$ cat src/design/rmie_pkg.sv
// Shared types, command codes and constants for real-mode interrupt entry and return.
package rmie_pkg;

	// Memory geometry
	localparam int ADDR_BITS = 20;
	localparam int MEM_DEPTH = 2 ** ADDR_BITS;
	localparam int PHYS_BITS = 20;

	// Command codes
	localparam logic [2:0] CMD_INT   = 3'd0;
	localparam logic [2:0] CMD_IRET  = 3'd1;
	localparam logic [2:0] CMD_WRITE = 3'd2;
	localparam logic [2:0] CMD_READ  = 3'd3;
	localparam logic [2:0] CMD_LOAD  = 3'd4;

	// Architectural constants
	localparam logic [15:0] FLAGS_CLR_MASK = 16'hFCFF;
	localparam logic [15:0] CS_CARRY       = 16'h1000;
	localparam logic [7:0]  BRK_VECTOR     = 8'd3;

	// Stack pointer operations
	localparam logic [1:0] SP_HOLD = 2'd0;
	localparam logic [1:0] SP_DEC  = 2'd1;
	localparam logic [1:0] SP_INC  = 2'd2;

	// Memory address sources
	localparam logic [1:0] AS_STACK = 2'd0;
	localparam logic [1:0] AS_VEC   = 2'd1;
	localparam logic [1:0] AS_CMD   = 2'd2;

	// Write data sources
	localparam logic [1:0] WS_FLAGS = 2'd0;
	localparam logic [1:0] WS_CS    = 2'd1;
	localparam logic [1:0] WS_IP    = 2'd2;
	localparam logic [1:0] WS_DATA  = 2'd3;

	// Word load targets
	localparam logic [1:0] WD_NONE = 2'd0;
	localparam logic [1:0] WD_IP   = 2'd1;
	localparam logic [1:0] WD_CS   = 2'd2;
	localparam logic [1:0] WD_FL   = 2'd3;

	typedef struct packed {
		logic [2:0]  cmd;
		logic [7:0]  vector;
		logic [19:0] address;
		logic [7:0]  data_byte;
		logic [15:0] new_stack_segment;
		logic [15:0] new_stack_pointer;
		logic [15:0] new_code_segment;
		logic [15:0] new_instruction_pointer;
		logic [15:0] new_flags;
	} req_t;

	typedef struct packed {
		logic [15:0] stack_segment_out;
		logic [15:0] stack_pointer_out;
		logic [15:0] code_segment_out;
		logic [15:0] instruction_pointer_out;
		logic [15:0] flags_out;
		logic [7:0]  read_byte;
	} rsp_t;

	// Controller to datapath
	typedef struct packed {
		logic       req_ld;
		logic       rd_clr;
		logic       load_regs;
		logic       ip_adv;
		logic [1:0] sp_op;
		logic       flags_clr;
		logic       mem_we;
		logic       mem_re;
		logic [1:0] addr_sel;
		logic [1:0] addr_off;
		logic [1:0] wsrc;
		logic       whi;
		logic       tmp_ld;
		logic [1:0] word_ld;
		logic       rd_ld;
		logic       rsp_ld;
	} dp_cmd_t;

	// Datapath to controller
	typedef struct packed {
		logic rsp_full;
	} dp_sts_t;

endpackage

$ cat src/design/rmie_ctrl.sv
// Sequencer that steps each command through its memory and register operations.
module rmie_ctrl import rmie_pkg::*; (
	input  logic       clk,
	input  logic       arst_n,
	input  logic       req_valid,
	input  logic [2:0] req_cmd,
	output logic       req_ready,
	output dp_cmd_t    dp_cmd,
	input  dp_sts_t    dp_sts
);

	localparam logic [4:0] ST_IDLE     = 5'd0;
	localparam logic [4:0] ST_INT_ADV  = 5'd1;
	localparam logic [4:0] ST_PF_LO    = 5'd2;
	localparam logic [4:0] ST_PF_HI    = 5'd3;
	localparam logic [4:0] ST_PC_LO    = 5'd4;
	localparam logic [4:0] ST_PC_HI    = 5'd5;
	localparam logic [4:0] ST_PI_LO    = 5'd6;
	localparam logic [4:0] ST_PI_HI    = 5'd7;
	localparam logic [4:0] ST_VEC0     = 5'd8;
	localparam logic [4:0] ST_VEC1     = 5'd9;
	localparam logic [4:0] ST_VEC2     = 5'd10;
	localparam logic [4:0] ST_VEC3     = 5'd11;
	localparam logic [4:0] ST_VEC_FIN  = 5'd12;
	localparam logic [4:0] ST_POP_LO   = 5'd13;
	localparam logic [4:0] ST_POP_HI   = 5'd14;
	localparam logic [4:0] ST_POP_FIN  = 5'd15;
	localparam logic [4:0] ST_WRITE    = 5'd16;
	localparam logic [4:0] ST_READ     = 5'd17;
	localparam logic [4:0] ST_READ_CAP = 5'd18;
	localparam logic [4:0] ST_LOAD     = 5'd19;
	localparam logic [4:0] ST_DONE     = 5'd20;

	logic [4:0] state_q;
	logic [4:0] state_d;
	logic [1:0] pop_q;
	logic [1:0] pop_d;

	// Decode state into datapath commands
	always_comb begin
		state_d   = state_q;
		pop_d     = pop_q;
		req_ready = 1'b0;
		dp_cmd    = '0;
		case (state_q)
			ST_IDLE: begin
				req_ready = 1'b1;
				if (req_valid) begin
					dp_cmd.req_ld = 1'b1;
					dp_cmd.rd_clr = 1'b1;
					case (req_cmd)
						CMD_INT:   state_d = ST_INT_ADV;
						CMD_IRET: begin
							state_d = ST_POP_LO;
							pop_d   = WD_IP;
						end
						CMD_WRITE: state_d = ST_WRITE;
						CMD_READ:  state_d = ST_READ;
						CMD_LOAD:  state_d = ST_LOAD;
						default:   state_d = ST_DONE;
					endcase
				end
			end
			// Advance the return address and make room for FLAGS
			ST_INT_ADV: begin
				dp_cmd.ip_adv = 1'b1;
				dp_cmd.sp_op  = SP_DEC;
				state_d       = ST_PF_LO;
			end
			ST_PF_LO: begin
				dp_cmd.mem_we = 1'b1;
				dp_cmd.wsrc   = WS_FLAGS;
				state_d       = ST_PF_HI;
			end
			ST_PF_HI: begin
				dp_cmd.mem_we   = 1'b1;
				dp_cmd.wsrc     = WS_FLAGS;
				dp_cmd.whi      = 1'b1;
				dp_cmd.addr_off = 2'd1;
				dp_cmd.sp_op    = SP_DEC;
				state_d         = ST_PC_LO;
			end
			ST_PC_LO: begin
				dp_cmd.mem_we = 1'b1;
				dp_cmd.wsrc   = WS_CS;
				state_d       = ST_PC_HI;
			end
			ST_PC_HI: begin
				dp_cmd.mem_we   = 1'b1;
				dp_cmd.wsrc     = WS_CS;
				dp_cmd.whi      = 1'b1;
				dp_cmd.addr_off = 2'd1;
				dp_cmd.sp_op    = SP_DEC;
				state_d         = ST_PI_LO;
			end
			ST_PI_LO: begin
				dp_cmd.mem_we = 1'b1;
				dp_cmd.wsrc   = WS_IP;
				state_d       = ST_PI_HI;
			end
			// Last push; drop TF and IF
			ST_PI_HI: begin
				dp_cmd.mem_we    = 1'b1;
				dp_cmd.wsrc      = WS_IP;
				dp_cmd.whi       = 1'b1;
				dp_cmd.addr_off  = 2'd1;
				dp_cmd.flags_clr = 1'b1;
				state_d          = ST_VEC0;
			end
			// Fetch the vector table entry, one byte a cycle
			ST_VEC0: begin
				dp_cmd.mem_re   = 1'b1;
				dp_cmd.addr_sel = AS_VEC;
				state_d         = ST_VEC1;
			end
			ST_VEC1: begin
				dp_cmd.mem_re   = 1'b1;
				dp_cmd.addr_sel = AS_VEC;
				dp_cmd.addr_off = 2'd1;
				dp_cmd.tmp_ld   = 1'b1;
				state_d         = ST_VEC2;
			end
			ST_VEC2: begin
				dp_cmd.mem_re   = 1'b1;
				dp_cmd.addr_sel = AS_VEC;
				dp_cmd.addr_off = 2'd2;
				dp_cmd.word_ld  = WD_IP;
				state_d         = ST_VEC3;
			end
			ST_VEC3: begin
				dp_cmd.mem_re   = 1'b1;
				dp_cmd.addr_sel = AS_VEC;
				dp_cmd.addr_off = 2'd3;
				dp_cmd.tmp_ld   = 1'b1;
				state_d         = ST_VEC_FIN;
			end
			ST_VEC_FIN: begin
				dp_cmd.word_ld = WD_CS;
				state_d        = ST_DONE;
			end
			// Pop IP, CS and FLAGS in turn
			ST_POP_LO: begin
				dp_cmd.mem_re = 1'b1;
				state_d       = ST_POP_HI;
			end
			ST_POP_HI: begin
				dp_cmd.mem_re   = 1'b1;
				dp_cmd.addr_off = 2'd1;
				dp_cmd.tmp_ld   = 1'b1;
				state_d         = ST_POP_FIN;
			end
			ST_POP_FIN: begin
				dp_cmd.word_ld = pop_q;
				dp_cmd.sp_op   = SP_INC;
				if (pop_q == WD_FL) begin
					state_d = ST_DONE;
				end else begin
					state_d = ST_POP_LO;
					pop_d   = (pop_q == WD_IP) ? WD_CS : WD_FL;
				end
			end
			ST_WRITE: begin
				dp_cmd.mem_we   = 1'b1;
				dp_cmd.addr_sel = AS_CMD;
				dp_cmd.wsrc     = WS_DATA;
				state_d         = ST_DONE;
			end
			ST_READ: begin
				dp_cmd.mem_re   = 1'b1;
				dp_cmd.addr_sel = AS_CMD;
				state_d         = ST_READ_CAP;
			end
			ST_READ_CAP: begin
				dp_cmd.rd_ld = 1'b1;
				state_d      = ST_DONE;
			end
			ST_LOAD: begin
				dp_cmd.load_regs = 1'b1;
				state_d          = ST_DONE;
			end
			// Hand the result over once the result register is free
			ST_DONE: begin
				if (!dp_sts.rsp_full) begin
					dp_cmd.rsp_ld = 1'b1;
					state_d       = ST_IDLE;
				end
			end
			default: state_d = ST_IDLE;
		endcase
	end

	always_ff @(posedge clk or negedge arst_n) begin
		if (!arst_n) begin
			state_q <= ST_IDLE;
			pop_q   <= WD_IP;
		end else begin
			state_q <= state_d;
			pop_q   <= pop_d;
		end
	end

endmodule

$ cat config.mk
export PLATFORM = sky130hd
export DESIGN_NAME = rmie_ctrl
export DESIGN_NICKNAME = d
export VERILOG_FILES = /design/src/design/rmie_pkg.sv /design/src/design/rmie_ctrl.sv
export SDC_FILE = /design/constraint.sdc
export NUM_CORES = 1
export LEC_CHECK = 0
export ABC_AREA = 1
export BUFFER_PORTS_ARGS = -buffer_cell sky130_fd_sc_hd__buf_4
export CAP_MARGIN = 20
export CORE_MARGIN = 1.5
export CORE_UTILIZATION = 43
export CTS_CLUSTER_SIZE = 10
export DETAILED_ROUTE_END_ITERATION = 10
export PLACE_DENSITY = 0.83
export SLEW_MARGIN = 20
export SYNTH_ARGS = -nofsm -noshare
export SYNTH_HDL_FRONTEND = slang
export SYNTH_SLANG_ARGS = --single-unit
$ cat constraint.sdc
create_clock -name clk -period 1.4 [get_ports clk]
set_clock_uncertainty 0.05 [all_clocks]
set_input_delay 0.28 -clock clk [delete_from_list [all_inputs] [get_ports clk]]
set_output_delay 0.28 -clock clk [all_outputs]
set_load 0.005 [all_outputs]
==> flow_summary.json, run 1 <==
{
  "synth_top_area_share_pct": 19.6,
  "cts-root-buf": "clkbuf_4",
  "synth_seq_cells": 7,
  "grtUsageTotal_pct": 66.7,
  "netlist_instances": 140,
  "port_buffers": 28,
  "cts_buffers": 3,
  "synth-edff-count": 0,
  "stop_stage": "global routing (5_1_grt)",
  "synthesis.area_sq_um": 766,
  "yosysUniqueCellTypes": 19,
  "tool.error": "[ERROR GRT-0232] Routing congestion too high. Check the congestion heatmap in the GUI.",
  "cts_num_sinks": 7,
  "worst-ep-kind": "output port",
  "clk_path_buf_depth": 2,
  "ioPinCount": 29,
  "synth_area_leaders": "dfrtp_1 20%, nand2_1 19%, nor2_1 13%",
  "synth-seq-area-share_pct": 23.0,
  "async_reset_ff_share_pct": 100,
  "synth_most_common_cell": "nand2_1",
  "syn-num-nets": 147,
  "row_count": 15,
  "die_y_um": 45.2,
  "yosys.area.top_type": "dfrtp_1",
  "dieWidth_um": 45.2,
  "gp_congestion": 0.952,
  "grt_start_max_net_pins": 8,
  "gr-total-overflow": 6,
  "dp_hpwl_um": 2110,
  "initial_core_util_pct": 44.8,
  "worst_endpoint": "dp_cmd[13]",
  "status": "did not finish",
  "avgSynthCellArea_sq_um": 5.47,
  "synth-main-ff-cell": "dfrtp_1",
  "cts_htree_levels": 1,
  "yosys_warnings": 0,
  "synth_common_cells": "39 x nand2_1, 27 x nor2_1, 22 x inv_1"
}
## cell families after synthesis
group / synth area share [%]
flip-flops: 23.0
AND/OR/NAND/NOR: 55.4
buffers and inverters: 13.7
AO/OA/AOI/OAI: 7.84
## through the flow
| stage | cell area, sq um | utilization [%] | cells | setup WS, ns | hold slack, ns |
|---|---|---|---|---|---|
| after floorplan | 781 | - | 140 | -0.0321 | -0.0656 |
| after global placement | 1240 | 72.4 | 222 | -0.211 | 0.0424 |
| after detailed placement | 1240 | 72.4 | 222 | -0.265 | 0.0439 |
| after CTS | 1480 | 86.5 | 240 | -0.446 | 0.314 |
## layer usage
metal	overflow	GRT usage, %
met4	3	64.7
met1	0	63.0
met3	0	58.4
met2	3	82.9
met5	0	17.1
## repair_timing
action	CTS
setup endpoints to repair	29
buffers inserted	13
pin swaps	14
hold buffers	1
gates resized for setup	33
hold endpoints to repair	7
==> run 2: changes to the inputs <==
--- a/config.mk
+++ b/config.mk
@@ -8,11 +8,10 @@
 export ABC_AREA = 1
 export BUFFER_PORTS_ARGS = -buffer_cell sky130_fd_sc_hd__buf_4
 export CAP_MARGIN = 20
-export CORE_MARGIN = 1.5
-export CORE_UTILIZATION = 43
-export CTS_CLUSTER_SIZE = 10
+export CORE_AREA = 2 2 63 65
 export DETAILED_ROUTE_END_ITERATION = 10
-export PLACE_DENSITY = 0.83
+export DIE_AREA = 0 0 65 67
+export PLACE_DENSITY_LB_ADDON = 0.15
 export SLEW_MARGIN = 20
 export SYNTH_ARGS = -nofsm -noshare
 export SYNTH_HDL_FRONTEND = slang
==> constraint.sdc (replaced) <==
create_clock -name clk -period 1.8 [get_ports clk]
set_clock_uncertainty 0.05 [all_clocks]
set_input_delay 0.36 -clock clk [delete_from_list [all_inputs] [get_ports clk]]
set_output_delay 0.36 -clock clk [all_outputs]
set_load 0.005 [all_outputs]
==> run 2 against run 1 <==
  * The flow now finishes, with violations (negative setup slack)
  * Area after synthesis is the same
  * Synthesized cell count is the same
==> flow_summary.json, run 2 <==
{
  "antenna_cells": 0,
  "async_reset_ff_share_pct": 100,
  "syn_to_final_growth_pct": 97.1,
  "avgSynthCellArea_sq_um": 5.47,
  "fin_crit_sh_pct": 108,
  "synth-seq-area-share_pct": 23.0,
  "drive_above_1_share_pct": 53.3,
  "final_common_cell": "buf_4",
  "peakVddDrop_mv": 0.727,
  "dr.pass1.iters": 4,
  "drc": 0,
  "cts_htree_levels": 1,
  "setup_viol": 16,
  "die_y_um": 67,
  "fin_nets": 207,
  "cp.arrival_ns": 1.53,
  "status": "finished, violations left",
  "route.vias.total": 1116,
  "cp-end-kind": "output port",
  "yosysUniqueCellTypes": 19,
  "wl_um": 2980,
  "largestRegisters": "state_q x5, pop_q x2",
  "gp_congestion": 0.864,
  "synth_area_leaders": "dfrtp_1 20%, nand2_1 19%, nor2_1 13%",
  "final_area_sq_mm": 0.00151,
  "slew_viol_final": 0,
  "drtIter0Drc": 47,
  "detail_route.wl_per_cell_um": 12.0,
  "achievable-frequency_mhz": 516,
  "grtUsageTotal_pct": 13.8,
  "hold_class": "input port to asynchronous set/reset pin",
  "grt_start_max_net_pins": 8,
  "cts_num_sinks": 7,
  "clk_pin_slew_worst_paths_ns": 0.04,
  "cts_buffers": 3,
  "stdcell_count": 247,
  "clk_path_buf_depth": 2,
  "hold_viol": 0,
  "ioPinCount": 29,
  "rsz0062_at_grt": "true",
  "crit_fanout": 6,
  "p_total_mw": 2.50,
  "netlist_instances": 140,
  "clk_latency_ns": 0.22,
  "synth-edff-count": 0,
  "setup_ws_ns": -0.137,
  "synthesis.area_sq_um": 766,
  "drv_cap": 0,
  "failed_checks": "negative setup slack",
  "required_ns": 1.39,
  "synth_most_common_cell": "nand2_1",
  "gr-total-overflow": 0,
  "crit_type": "flip-flop to output port",
  "largest_register_ff_count": 5,
  "grt_pass1_wl_um": 4710,
  "die_area_sq_mm": 0.00436,
  "synth_top_area_share_pct": 19.6,
  "worstSetupStartpointType": "flip-flop",
  "dieWidth_um": 65,
  "worst_pin_slew_ns": 0.291,
  "slew_headroom_pct": 80.5,
  "p_leak_nw": 0.847,
  "cts_tree": "done",
  "place_area_sq_mm": 0.00112,
  "synth_common_cells": "39 x nand2_1, 27 x nor2_1, 22 x inv_1",
  "fin_util_pct": 41.8,
  "dp_hpwl_um": 2170,
  "yosys_warnings": 0,
  "initial_core_util_pct": 21.2,
  "layout_common_cells": "45 x buf_4, 29 x nand2_1, 18 x nor2_1, 15 x inv_1, 12 x nand3_1",
  "grt_pass1_vias": 1074,
  "setup_tns_ns": -0.905,
  "vias_per_cell": 4.52,
  "port_buffers": 28,
  "synth-main-ff-cell": "dfrtp_1",
  "ant_nets": 0,
  "top_register": "state_q",
  "antenna_found_initial": 0,
  "yosys.area.top_type": "dfrtp_1",
  "whs_ns": 0.434,
  "power_density_mw_per_mm2": 1660,
  "syn-num-nets": 147,
  "cts-root-buf": "clkbuf_8",
  "row_count": 22,
  "period_minus_slack_ns": 1.94,
  "core_sq_mm": 0.00361,
  "pre_cts_ws_ns": -0.0326,
  "synth_seq_cells": 7,
  "place_inst": 228
}
run 2: what timing repair did:
item / in CTS / in global routing
resized for setup: 37 / 30
endpoints found under the hold margin: 6 / 0
hold buffers: 1 / 0
setup buffers: 9 / 6
pin swaps: 5 / 8
setup endpoints to repair: 17 / 20
run 2: path summary, 6_finish.rpt:
kind | depth (start not counted) | end | from | slack (ns)
setup / recovery | 6 | dp_cmd[13] | state_q[4]$_DFFE_PN0P_ | -0.14
hold / removal | 2 | pop_q[1]$_DFFE_PN0P_ | arst_n | 0.43
setup reg to reg | 9 | state_q[4]$_DFFE_PN0P_ | state_q[0]$_DFFE_PN0P_ | 0.18
hold reg to reg | 2 | pop_q[0]$_DFFE_PN1P_ | pop_q[0]$_DFFE_PN1P_ | 0.50
max in group asynchronous | 2 | pop_q[0]$_DFFE_PN1P_ | arst_n | 1.06
min in group clk | 3 | state_q[2]$_DFFE_PN0P_ | dp_sts | 0.44
run 2: report_power, final:
part	leakage (nW)	total, mW	switching (mW)	internal [mW]
Sequential	0.0821	0.375	0.123	0.252
Clock	0.0228	0.216	0.0635	0.153
Combinational	0.742	1.91	0.990	0.921
Total	0.847	2.50	1.18	1.33
run 2: worst max-delay path, stage by stage, from the launching register on:
cell	delay (ns)
dfrtp_2	0.48
buf_12	0.15
nor2_4	0.05
nand2_1	0.10
nand3_2	0.07
or3_1	0.31
buf_4	0.14
run 2: cells by family (layout without fill, tap and decap cells):
logic type,Yosys count,after routing,share of synthesized area (%)
AO/OA/AOI/OAI,12,12,7.84
flip-flops,7,7,23.0
buffers and inverters,25,84,13.7
AND/OR/NAND/NOR,96,96,55.4
run 2: final cells by class:
cell class | instances | area, sq um
fill | 389 | 2100
timing repair buffer | 57 | 480
clock buffer | 4 | 45.0
multi-input combinational | 108 | 653
tap | 48 | 60.1
sequential | 7 | 181
inverter | 23 | 88.8
run 2: layer usage:
layer / track usage (%) / wire, um / up-vias
li1: - / - / 556
met1: 16.7 / 1210 / 519
met2: 23.8 / 1550 / 37
met3: 3.21 / 183 / 4
met4: 4.79 / 29 / 0
met5: 0 / 0 / -
Power figures use the tool's default switching activity.
==> run 3: changes to the inputs <==
==> constraint.sdc (replaced) <==
create_clock -name clk -period 1.88 [get_ports clk]
set_clock_uncertainty 0.05 [all_clocks]
set_input_delay 0.376 -clock clk [delete_from_list [all_inputs] [get_ports clk]]
set_output_delay 0.376 -clock clk [all_outputs]
set_load 0.005 [all_outputs]
==> run 3 against run 2 <==
  * The flow still finishes with violations (negative setup slack)
  * Worst setup slack better by 0.071 ns
  * Total power is 22% lower
  * Cell count is 6.1% lower
  * Critical path depth stayed put
  * Sequential cell count stayed put
  * Global-route usage is 1.5 points lower
  * Register-to-register slack better by 0.04 ns
  * Clock-buffer cell count is the same
  * Combinational power fell by 27%
  * Critical path type unchanged
  * Largest power group unchanged
==> flow_summary.json, run 3 (synthesis gave the netlist of run 2 again) <==
{
  "status": "finished, violations left",
  "failed_checks": "negative setup slack",
  "crit_cells": 6,
  "worst_pin_slew_ns": 0.272,
  "crit_family": "simple AND/OR/NAND/NOR gates",
  "max_stage_delay_ns": 0.45,
  "initial_core_util_pct": 21.2,
  "p_leak_nw": 0.743,
  "layout_common_cells": "40 x buf_4, 34 x nand2_1, 22 x nor2_1, 18 x inv_1, 12 x nand3_1",
  "core_sq_mm": 0.00361,
  "wl_um": 2660,
  "antenna_cells": 0,
  "cts_num_sinks": 7,
  "cp-end-kind": "output port",
  "clk_pin_slew_worst_paths_ns": 0.04,
  "detail_route.wl_per_cell_um": 11.5,
  "grtUsageTotal_pct": 12.2,
  "grt_pass1_vias": 959,
  "nFillCells": 400,
  "regToRegSetupSlack_ns": 0.22,
  "hold_viol": 0,
  "slew_viol_final": 0,
  "final-seq-area_sq_um": 183,
  "fin_nets": 192,
  "dp_hpwl_um": 2050,
  "grt_most_used_layer": "met2",
  "ant_nets": 0,
  "vias_per_cell": 4.37,
  "period_minus_slack_ns": 1.95,
  "grt_use_met3_pct": 3.04,
  "drv_cap": 0,
  "worstPathCellList": "inv_1, nor2_2, nand2_1, nand3_2, or3_1, buf_4",
  "ioPinCount": 29,
  "met2_usage_pct": 20.6,
  "final_common_cell": "buf_4",
  "crit_fanout": 5,
  "dr.pass1.iters": 4,
  "whs_ns": 0.454,
  "rsz0062_at_grt": "true",
  "gp_congestion": 0.894,
  "slew_headroom_pct": 81.8,
  "top_register": "state_q",
  "die_area_sq_mm": 0.00436,
  "cts_buffers": 3,
  "clk_latency_ns": 0.22,
  "setup_viol": 8,
  "route.vias.total": 1014,
  "p_total_mw": 1.96,
  "largestRegisters": "state_q x5, pop_q x2",
  "rr_startpoint": "state_q[1]$_DFFE_PN0P_",
  "gr-total-overflow": 0,
  "die_y_um": 67,
  "drtIter0Drc": 21,
  "drive_above_1_share_pct": 41.8,
  "crit_type": "flip-flop to output port",
  "cts-root-buf": "clkbuf_8",
  "grt_use_met1_pct": 15.3,
  "slowest_stage": "dfrtp_2",
  "largest_register_ff_count": 5,
  "grt_start_max_net_pins": 8,
  "setup_ws_ns": -0.0667,
  "critPathBufInv": 2,
  "grt_pass1_wl_um": 4170,
  "row_count": 22,
  "rr_worst_depth": 8,
  "r2r_end": "state_q[4]$_DFFE_PN0P_",
  "worstSetupStartpointType": "flip-flop",
  "antenna_found_initial": 0,
  "dieWidth_um": 65,
  "drc": 0,
  "fin_crit_sh_pct": 104,
  "setup_tns_ns": -0.162,
  "power_density_mw_per_mm2": 1570,
  "hold_class": "input port to asynchronous set/reset pin",
  "achievable-frequency_mhz": 514,
  "syn_to_final_growth_pct": 63.9,
  "multi_input_area_sq_um": 564,
  "cts_htree_levels": 1,
  "clk_path_buf_depth": 2,
  "cp.arrival_ns": 1.52,
  "required_ns": 1.45,
  "cts_tree": "done",
  "port_buffers": 28,
  "peakVddDrop_mv": 0.584
}
[run 3: cell types whose count changed in the layout (fill, tap and decap cells not counted), moves of 2 or more]
cell and change:
nor2_4 -5, nor2_1 +4, buf_4 -5, buf_6 -10, inv_1 +3, inv_2 -3, nand2_1 +5, nand2_2 -2
nand2_4 -2, o21ai_2 -2
[run 3: metrics by stage]
step	area (sq um)	std cells	setup slack [ns]	utilization (%)
after detailed placement	1080	222	0.0153	29.9
after CTS	1190	232	-0.0583	32.9
after floorplan	766	140	0.279	-
after global placement	1080	222	0.00932	29.9
after global routing	1250	232	-0.133	34.8
final	1250	232	-0.0667	34.8
[run 3: where the power goes]
group	total (mW)	switching, mW	leakage (nW)	internal (mW)
clock	0.207	0.0605	0.0228	0.146
sequential	0.363	0.120	0.0809	0.243
combinational	1.39	0.769	0.640	0.625
[run 3: final cells by class]
class | instances | area share, %
sequential | 7 | 14.6
clock buffer | 4 | 3.59
inverter | 23 | 7.08
tap | 48 | 4.79
multi-input combinational | 108 | 45.0
timing repair buffer | 42 | 25.0
[run 3: timing repair]
action,in CTS,in global routing
setup buffers,5,0
setup endpoints to repair,11,15
hold endpoints to repair,6,0
resized for setup,8,24
pin swaps,2,1
hold buffers,1,0
[run 3: how the worst max path moves through the flow]
stage	start	endpoint
4_1_cts	state_q[0]$_DFFE_PN0P_	dp_cmd[13]
6_report	state_q[2]$_DFFE_PN0P_	dp_cmd[13]
3_3_place_gp	state_q[4]$_DFFE_PN0P_	dp_cmd[13]
3_5_place_dp	state_q[1]$_DFFE_PN0P_	dp_cmd[13]
5_1_grt	state_q[0]$_DFFE_PN0P_	dp_cmd[13]
2_1_floorplan	state_q[0]$_DFFE_PN0P_	dp_cmd[12]
[run 3: per-layer routing]
metal | up-vias | share of wire (%)
li1 | 526 | -
met1 | 453 | 45
met2 | 29 | 49
met3 | 6 | 5.0
met4 | 0 | 1.5
met5 | - | 0
[run 3: worst register-to-register path, cell delays in order, from the launching register on]
cell	delay [ns]
dfrtp_2	0.44
buf_4	0.16
nor2_4	0.21
buf_4	0.16
nand4_1	0.15
nand2_1	0.14
inv_1	0.07
o21ai_0	0.09
nand2_1	0.07
==> run 4: changes to the inputs <==
--- a/config.mk
+++ b/config.mk
@@ -12,6 +12,7 @@
 export DETAILED_ROUTE_END_ITERATION = 10
 export DIE_AREA = 0 0 65 67
 export PLACE_DENSITY_LB_ADDON = 0.15
+export SKIP_CTS_REPAIR_TIMING = 1
 export SLEW_MARGIN = 20
 export SYNTH_ARGS = -nofsm -noshare
 export SYNTH_HDL_FRONTEND = slang
==> run 4 against run 3 <==
  * The flow still finishes with violations (negative setup slack)
  * Worst setup slack got worse by 0.053 ns
  * Design area rose by 11%
  * Sequential power rose by 1%
  * Sequential cell count did not move
  * Critical endpoint unchanged
==> flow_summary.json, run 4 (synthesis gave the netlist of run 2 again) <==
{
  "status": "finished, violations left",
  "failed_checks": "negative setup slack",
  "pre_cts_ws_ns": 0.0153,
  "hold_viol": 0,
  "p_int_mw": 1.19,
  "p_sw_share_pct": 46.8,
  "hold_class": "input port to asynchronous set/reset pin",
  "rsz0062_at_grt": "true",
  "antenna_cells": 0,
  "p_leak_nw": 0.803,
  "largestRegisters": "state_q x5, pop_q x2",
  "regToRegSetupSlack_ns": 0.14,
  "row_count": 22,
  "cp-end-kind": "output port",
  "final_common_cell": "buf_4",
  "achievable-frequency_mhz": 500,
  "max_stage_delay_ns": 0.47,
  "wl_um": 2920,
  "worstSetupStartpointType": "flip-flop",
  "fin_crit_sh_pct": 106,
  "drtIter0Drc": 48,
  "fin_util_pct": 38.7,
  "nFillCells": 396,
  "layout_common_cells": "43 x buf_4, 29 x nand2_1, 21 x nor2_1, 19 x inv_1",
  "setup_ws_ns": -0.120,
  "ioPinCount": 29,
  "clk_path_buf_depth": 2,
  "power_density_mw_per_mm2": 1610,
  "die_y_um": 67,
  "slowest_stage": "dfrtp_2",
  "cp.arrival_ns": 1.57,
  "die_area_sq_mm": 0.00436,
  "grt_pass1_vias": 897,
  "final-seq-area_sq_um": 183,
  "initial_core_util_pct": 21.2,
  "multi_input_area_sq_um": 617,
  "setup_viol": 6,
  "antenna_found_initial": 0,
  "drv_cap": 0,
  "dr.pass1.iters": 4,
  "syn_to_final_growth_pct": 82.2,
  "cts_num_sinks": 7,
  "core_sq_mm": 0.00361,
  "grt_pass1_wl_um": 3970,
  "gr-total-overflow": 0,
  "combPwrFrac_pct": 74.5,
  "pwr-share-clk_pct": 9.2,
  "gp_congestion": 0.894,
  "peakVddDrop_mv": 0.657,
  "fin_nets": 200,
  "detail_route.wl_per_cell_um": 12.2,
  "cts-root-buf": "clkbuf_8",
  "slew_headroom_pct": 82.8,
  "dp_hpwl_um": 2050,
  "crit_type": "flip-flop to output port",
  "p_total_mw": 2.25,
  "cts_htree_levels": 1,
  "worstPathCellList": "clkinvlp_4, nand3_2, nand2_2, or3_4, buf_6",
  "top_register": "state_q",
  "crit_family": "simple AND/OR/NAND/NOR gates",
  "crit_fanout": 7,
  "switching_power_mw": 1.05,
  "required_ns": 1.45,
  "period_minus_slack_ns": 2.00,
  "ant_nets": 0,
  "rr_worst_depth": 9,
  "crit_cells": 5,
  "port_buffers": 28,
  "whs_ns": 0.454,
  "critPathBufInv": 2,
  "clk_latency_ns": 0.22,
  "slew_viol_final": 0,
  "drc": 0,
  "cts_tree": "done",
  "worst_pin_slew_ns": 0.258,
  "route.vias.total": 1093,
  "drive_above_1_share_pct": 50.5,
  "largest_register_ff_count": 5,
  "dieWidth_um": 65,
  "clk_pin_slew_worst_paths_ns": 0.04,
  "cts_buffers": 3,
  "vias_per_cell": 4.55,
  "grtUsageTotal_pct": 11.6,
  "grt_start_max_net_pins": 11,
  "power_frac_seq_pct": 16.3
}
## run 4: cell count changes in the layout (fill, tap and decap cells not counted), sizes merged
cell and change:
clkinvlp +1, buf +8, inv -1
## run 4: worst register-to-register path, cell delays in order (launching register included)
cell     delay (ns)
dfrtp_2        0.45
buf_6          0.14
nor2_4         0.23
buf_6          0.14
buf_4          0.09
nand4_1        0.15
nand2_1        0.14
inv_1          0.07
o21ai_0        0.09
nand2_1        0.07
## run 4: metal layers
| metal | vias to the layer above | global-route usage (%) | wire length (um) |
|---|---|---|---|
| met5 | - | 0 | 0 |
| met4 | 0 | 2.39 | 72 |
| li1 | 540 | - | - |
| met1 | 499 | 15.3 | 1250 |
| met2 | 45 | 19.1 | 1420 |
| met3 | 9 | 2.87 | 182 |
## run 4: metrics by stage
step	setup TNS [ns]	instances	instance area (sq um)
final	-0.348	240	1400
after CTS	-1.03	226	1120
after floorplan	0	140	766
after detailed placement	0	222	1080
after global routing	-0.958	240	1400
after global placement	0	222	1080
## run 4: power groups by stage
stage	sequential, mW	clock (mW)	combinational (mW)
5_1_grt	0.375	0.227	1.85
6_report	0.367	0.207	1.67
4_1_cts	0.323	0.211	1.21
3_3_place_gp	0.324	0	1.21
2_1_floorplan	0.295	0	0.730
3_5_place_dp	0.324	0	1.21
## run 4: path summary, 6_finish.rpt
kind / from / to
max in group asynchronous: arst_n / pop_q[0]$_DFFE_PN1P_
setup / recovery: state_q[4]$_DFFE_PN0P_ / dp_cmd[13]
hold reg to reg: pop_q[0]$_DFFE_PN1P_ / pop_q[0]$_DFFE_PN1P_
min in group clk: dp_sts / state_q[4]$_DFFE_PN0P_
setup reg to reg: state_q[0]$_DFFE_PN0P_ / state_q[4]$_DFFE_PN0P_
hold / removal: arst_n / state_q[4]$_DFFE_PN0P_
## run 4: layout make-up
cell class / count / area share (%)
Multi-Input combinational cell: 108 / 44.2
Timing Repair Buffer: 50 / 28.7
Sequential cell: 7 / 13.1
Inverter: 23 / 6.46
Tap cell: 48 / 4.30
Clock buffer: 4 / 3.23
